[src/rtl/core/cwc_pkg.sv]
// Shared constants, register codes and key-schedule functions for the chained word cipher.
package cwc_pkg;

  localparam int WordW   = 32;
  localparam int KeyW    = 64;
  localparam int RotRight = 13;
  localparam int CfgIdxW = 2;

  // Configuration register indexes
  localparam logic [CfgIdxW-1:0] CFG_CIPHER_KEY   = 2'd0;
  localparam logic [CfgIdxW-1:0] CFG_INIT_VECTOR  = 2'd1;
  localparam logic [CfgIdxW-1:0] CFG_DECRYPT_MODE = 2'd2;

  // Mixing table shared by the rotate amount and the index vector
  localparam logic [7:0] MIX_TAB [32] = '{
    8'h7C, 8'h23, 8'hA9, 8'h5F, 8'hD4, 8'h3E, 8'h81, 8'h17,
    8'hB2, 8'h6A, 8'hC8, 8'h90, 8'h4D, 8'h1B, 8'hFE, 8'h39,
    8'h74, 8'hE1, 8'h0C, 8'hAA, 8'h5D, 8'hCB, 8'h19, 8'h82,
    8'hF3, 8'h60, 8'h2A, 8'h96, 8'hDE, 8'h48, 8'h13, 8'hBD
  };

  // Logical rotate left by 0..31
  function automatic logic [WordW-1:0] rot_left(input logic [WordW-1:0] x,
                                                input logic [4:0] r);
    logic [2*WordW-1:0] dbl;
    dbl = {x, x} << r;
    return dbl[2*WordW-1:WordW];
  endfunction

  // Byte-select vector for block index n: four chained lookups, then rotate right
  function automatic logic [WordW-1:0] index_vector(input logic [WordW-1:0] n);
    logic [WordW-1:0] v;
    v = n | {24'd0, MIX_TAB[n[4:0]]};
    v = v | {16'd0, MIX_TAB[v[4:0]], 8'd0};
    v = v | {8'd0, MIX_TAB[v[4:0]], 16'd0};
    v = v | {MIX_TAB[v[4:0]], 24'd0};
    return rot_left(v, 5'(WordW - RotRight));
  endfunction

  // Key word from one key half: table-driven rotate, then byte permutation by vec
  function automatic logic [WordW-1:0] key_word(input logic [WordW-1:0] half,
                                                input logic [WordW-1:0] vec);
    logic [WordW-1:0] r;
    logic [WordW-1:0] kw;
    logic [1:0]       sel;
    r  = rot_left(half, MIX_TAB[half[4:0]][4:0]);
    kw = '0;
    for (int j = 0; j < 4; j++) begin
      sel = vec[8*(3-j) +: 2];
      kw[8*j +: 8] = r[8*sel +: 8];
    end
    return kw;
  endfunction

endpackage

[src/rtl/core/cwc_keygen.sv]
// Per-block key word: both key halves scheduled for the current block index and combined.
module cwc_keygen (
  input  logic [cwc_pkg::KeyW-1:0]  cipher_key,
  input  logic [cwc_pkg::WordW-1:0] block_index,
  output logic [cwc_pkg::WordW-1:0] key_word
);

  logic [cwc_pkg::WordW-1:0] vec;
  logic [cwc_pkg::WordW-1:0] half_a;
  logic [cwc_pkg::WordW-1:0] half_b;

  // Swap key halves on odd blocks
  always_comb begin
    if (block_index[0]) begin
      half_a = cipher_key[cwc_pkg::KeyW-1:cwc_pkg::WordW];
      half_b = cipher_key[cwc_pkg::WordW-1:0];
    end else begin
      half_a = cipher_key[cwc_pkg::WordW-1:0];
      half_b = cipher_key[cwc_pkg::KeyW-1:cwc_pkg::WordW];
    end
  end

  // One index vector serves both halves
  assign vec      = cwc_pkg::index_vector(block_index);
  assign key_word = cwc_pkg::key_word(half_a, vec) ^ cwc_pkg::key_word(half_b, vec);

endmodule

[src/rtl/core/chained_word_cipher.sv]
// Top level of the chained word cipher: input register, chaining logic, result register.
//
// Chained word cipher, one 32-bit word in and one out per transfer. A word is
// captured in an input register; once the result register is free or being
// drained, the key word for the current block index is built, XORed with the
// word and the chaining word, and loaded into the result register. The block
// sustains one word per clock while the output is not stalled: the chaining
// word and the block index are updated in the same cycle as the result
// register load, which is the loop that sets the rate. tuser high on an input
// word restarts the index at zero and the chaining word from init_vector.
// Encrypt chains on the result, decrypt chains on the incoming ciphertext.
// Write the configuration registers only while no word is in flight.
module chained_word_cipher (
  input  logic                          clk,
  input  logic                          rst,
  // configuration write port
  input  logic                          cfg_we,
  input  logic [cwc_pkg::CfgIdxW-1:0]   cfg_index,
  input  logic [cwc_pkg::KeyW-1:0]      cfg_data,
  // input stream
  input  logic                          s_tvalid,
  output logic                          s_tready,
  input  logic [31:0]                   s_tdata,   // [31:0] data_word
  input  logic                          s_tuser,   // [0] first_block
  // output stream
  output logic                          m_tvalid,
  input  logic                          m_tready,
  output logic [31:0]                   m_tdata    // [31:0] result_word
);

  logic [cwc_pkg::KeyW-1:0]  cipher_key;
  logic [cwc_pkg::WordW-1:0] init_vector;
  logic                      decrypt_mode;
  logic [cwc_pkg::WordW-1:0] chain_word;
  logic [cwc_pkg::WordW-1:0] block_index;

  logic                      in_valid;
  logic [cwc_pkg::WordW-1:0] in_data;
  logic                      in_first;
  logic                      out_valid;
  logic [cwc_pkg::WordW-1:0] result_word;

  logic                      advance;
  logic [cwc_pkg::WordW-1:0] chain_cur;
  logic [cwc_pkg::WordW-1:0] index_cur;
  logic [cwc_pkg::WordW-1:0] key_word;
  logic [cwc_pkg::WordW-1:0] res;

  // Configuration registers; unknown indexes are dropped
  always_ff @(posedge clk) begin
    if (rst) begin
      cipher_key   <= '0;
      init_vector  <= '0;
      decrypt_mode <= 1'b0;
    end else if (cfg_we) begin
      case (cfg_index)
        cwc_pkg::CFG_CIPHER_KEY:   cipher_key   <= cfg_data;
        cwc_pkg::CFG_INIT_VECTOR:  init_vector  <= cfg_data[cwc_pkg::WordW-1:0];
        cwc_pkg::CFG_DECRYPT_MODE: decrypt_mode <= cfg_data[0];
        default: ;
      endcase
    end
  end

  // Move the held word on when the result register is free or being drained
  assign advance  = in_valid && (!out_valid || m_tready);
  assign s_tready = !in_valid || advance;
  assign m_tvalid = out_valid;
  assign m_tdata  = result_word;

  // Restart index and chaining on a first block
  assign chain_cur = in_first ? init_vector : chain_word;
  assign index_cur = in_first ? '0 : block_index;

  cwc_keygen u_keygen (
    .cipher_key  (cipher_key),
    .block_index (index_cur),
    .key_word    (key_word)
  );

  assign res = in_data ^ chain_cur ^ key_word;

  // Input register
  always_ff @(posedge clk) begin
    if (rst) begin
      in_valid <= 1'b0;
    end else if (s_tready) begin
      in_valid <= s_tvalid;
    end
  end

  always_ff @(posedge clk) begin
    if (s_tvalid && s_tready) begin
      in_data  <= s_tdata;
      in_first <= s_tuser;
    end
  end

  // Result register valid
  always_ff @(posedge clk) begin
    if (rst) begin
      out_valid <= 1'b0;
    end else if (advance) begin
      out_valid <= 1'b1;
    end else if (m_tready) begin
      out_valid <= 1'b0;
    end
  end

  always_ff @(posedge clk) begin
    if (advance) begin
      result_word <= res;
    end
  end

  // Chaining state advances with each word
  always_ff @(posedge clk) begin
    if (rst) begin
      chain_word  <= '0;
      block_index <= '0;
    end else if (advance) begin
      chain_word  <= decrypt_mode ? in_data : res;
      block_index <= index_cur + 32'd1;
    end
  end

  // Index steps by one per word unless restarted
  ast_index_step: assert property (@(posedge clk) disable iff (rst)
    advance && !in_first |=> block_index == $past(block_index) + 32'd1)
    else $error("block index did not step");

  ast_index_restart: assert property (@(posedge clk) disable iff (rst)
    advance && in_first |=> block_index == 32'd1)
    else $error("block index did not restart");

  // Encrypt chains on the result just produced
  ast_chain_encrypt: assert property (@(posedge clk) disable iff (rst)
    advance && !decrypt_mode |=> chain_word == m_tdata)
    else $error("encrypt chaining word differs from result");

  // Decrypt chains on the incoming ciphertext
  ast_chain_decrypt: assert property (@(posedge clk) disable iff (rst)
    advance && decrypt_mode |=> chain_word == $past(in_data))
    else $error("decrypt chaining word differs from input");

endmodule
[config.mk]
export PLATFORM = sky130hd
export DESIGN_NAME = chained_word_cipher
export DESIGN_NICKNAME = d
export VERILOG_FILES = /design/src/rtl/core/cwc_pkg.sv /design/src/rtl/core/cwc_keygen.sv /design/src/rtl/core/chained_word_cipher.sv
export SDC_FILE = /design/constraint.sdc
export NUM_CORES = 1
export LEC_CHECK = 0
export BUFFER_PORTS_ARGS = -buffer_cell sky130_fd_sc_hd__buf_2
export CAP_MARGIN = 20
export CORE_UTILIZATION = 30
export CTS_BUF_LIST = sky130_fd_sc_hd__clkbuf_16
export CTS_CLUSTER_SIZE = 10
export DETAILED_ROUTE_END_ITERATION = 8
export PLACE_DENSITY = 0.52
export SYNTH_ARGS = -nofsm -noshare
export SYNTH_HDL_FRONTEND = slang
export SYNTH_HIERARCHICAL = 1
export SYNTH_SLANG_ARGS = --single-unit
[constraint.sdc]
create_clock -name clk -period 8.7 [get_ports clk]
set_clock_uncertainty 0.05 [all_clocks]
set_input_delay 1.305 -clock clk [delete_from_list [all_inputs] [get_ports clk]]
set_output_delay 1.305 -clock clk [all_outputs]
set_load 0.01 [all_outputs]
==> out/qor.csv <==
metric,value,unit
"commonest non-fill, non-tap cell in the layout",nand2_1,
minimum clock period,7.21,ns
Max-slew headroom,22.9,%
hpwl dp,55.9,mm
sequential share of power,34.6,%
total gr overflow,0,
outcome,finished clean,
sw frac,37.2,%
Finished Layout Cells,2989,
CTS tree,built,
IO Port Bufs,137,
Worst Tran Pin Value,1.15,ns
post-CTS sizing,0,
initial DRC count,2258,
Core Area,57700,um2
per-cell routed wire length,24.6,um
Total Wirelength,73.5,mm
Psw,1340,uW
H-tree depth,1,
Post-Place Cells,2935,
clock network power share,30.5,%
gpl congestion,0.957,
Final ANT Viol Nets,0,
CP arrival,7.66,ns
first-pass detailed-route iteration total,6,
Final Cycle Share,82.8,%
# Max-Cap Violations,0,
CP endpoint kind,register,
largest net degree at the start of global routing,94,
antenna violations before repair,2,
Synthesized Nets,2282,
setup_tns,0,ns
# fillers,6122,
routed vias/inst,5.90,
pins over their slew limit,0,
Post-Syn Area,17500,um2
via count,17648,
cts hold-fix bufs,0,
# IOs,138,
highest-count cells in the layout ignoring fill and taps,"nand2_1 (401), a21oi_1 (184), dfxtp_1 (161), buf_2 (136), nor2_1 (124)",
internal power,2260,uW
post-CTS setup buffer count,0,
Die Ht,244,um
vias in the first global route,16372,
fmax,139,MHz
endpoints failing setup,0,
Crit Path Class,register to register,
cts bufs inserted,28,
Worst-path clk slew,0.06,ns
Comb pwr share,34.9,%
Nets,2335,
clock latency on the worst-skew pair,0.58,ns
Clock Tree Buf Depth,3,
unrepaired setup endpoints after global routing,false,
leak pwr,0.00714,uW
std cell rows,88,
Peak VDD IR,0.000140,V
type of the worst min-delay path,register to register,
clock sink total,227,
Worst setup SP type,register,
Tot Pwr,3600,uW
Final Hold Fails,0,
GRT Util Overall,24.0,%
initial core utilization,30.4,%
CTS Root Cell,clkbuf_16,
Yosys warning count,6,
DIE AREA,59300,um2
Power Dens Cells,183,nW/um2
synthesized instance count,2151,
P&R area growth vs syn,12.4,%
# DRC,0,
Critical Path Fanout Max,24,
die width,244,um
WP data required,9.15,ns
share of layout cells above drive strength 1,14.8,%
syn_area_per_cell,8.14,um2
global-route wire length before repair,109,mm
-- critical path, cell delays in order, from the launching register on --
cell and delay, ns:
edfxtp_1 0.43, nor2b_4 0.60, mux2i_2 0.63, ha_1 0.42, a2111oi_0 0.58, o21a_1 0.60
nor3_4 0.08, buf_4 0.27, mux4_2 0.42, mux4_2 0.58, a22o_1 0.26, a211oi_1 0.23
xnor2_1 0.33, o22ai_1 0.17, a211oi_1 0.67, xor2_1 0.17, xnor2_1 0.28, o211ai_1 0.12
a21oi_1 0.20
-- routing by layer --
| metal | routed length (um) | GRT usage, % | up-vias |
|---|---|---|---|
| met5 | 13 | 0 | - |
| met4 | 2580 | 8.36 | 2 |
| met3 | 4580 | 2.58 | 119 |
| met2 | 33200 | 37.8 | 782 |
| met1 | 33200 | 34.0 | 8658 |
| li1 | - | - | 8087 |
-- sequential cells by signal, summed over array words and instances, names as in the netlist, 31 cells and up --
name and cells:
block_index 31, in_data 32, cipher_key 64, chain_word 32
m_tdata 32, init_vector 32
-- power groups by stage --
stage	clock, uW	sequential, uW	combinational [uW]
3_3_place_gp	0	1270	1220
4_1_cts	1120	1240	1230
3_5_place_dp	0	1270	1230
5_1_grt	1160	1250	1340
6_report	1100	1240	1250
2_1_floorplan	0	1260	813
-- final cells by class --
cell class	count	area [um2]	area share (%)
Antenna cell	1	2.50	0.0127
Clock buffer	28	701	3.56
Clock inverter	21	148	0.750
Inverter	33	124	0.629
Multi-Input combinational cell	1732	11500	58.5
Sequential cell	227	5200	26.4
Tap cell	765	957	4.86
Timing Repair Buffer	182	1030	5.25
-- final timing paths --
path              depth (start not counted)             end     startpoint  slack (ns)
hold / removal                            2   chain_word[1]  chain_word[1]        0.40
setup reg to reg                         18  chain_word[30]       in_first        1.49
hold reg to reg                           2   chain_word[1]  chain_word[1]        0.40
setup / recovery                         18  chain_word[30]       in_first        1.49
-- through the flow --
step	util, %	worst slack, ns	instance area (um2)	hold slack [ns]
floorplan	-	2.64	17500	0.381
global placement	32.5	1.55	18800	0.388
detailed placement	32.6	1.36	18800	0.392
CTS	34.0	1.40	19600	0.400
global route	34.1	1.26	19700	0.416
finish	34.1	1.49	19700	0.399
Note: power is estimated with default switching activity, not from simulation.
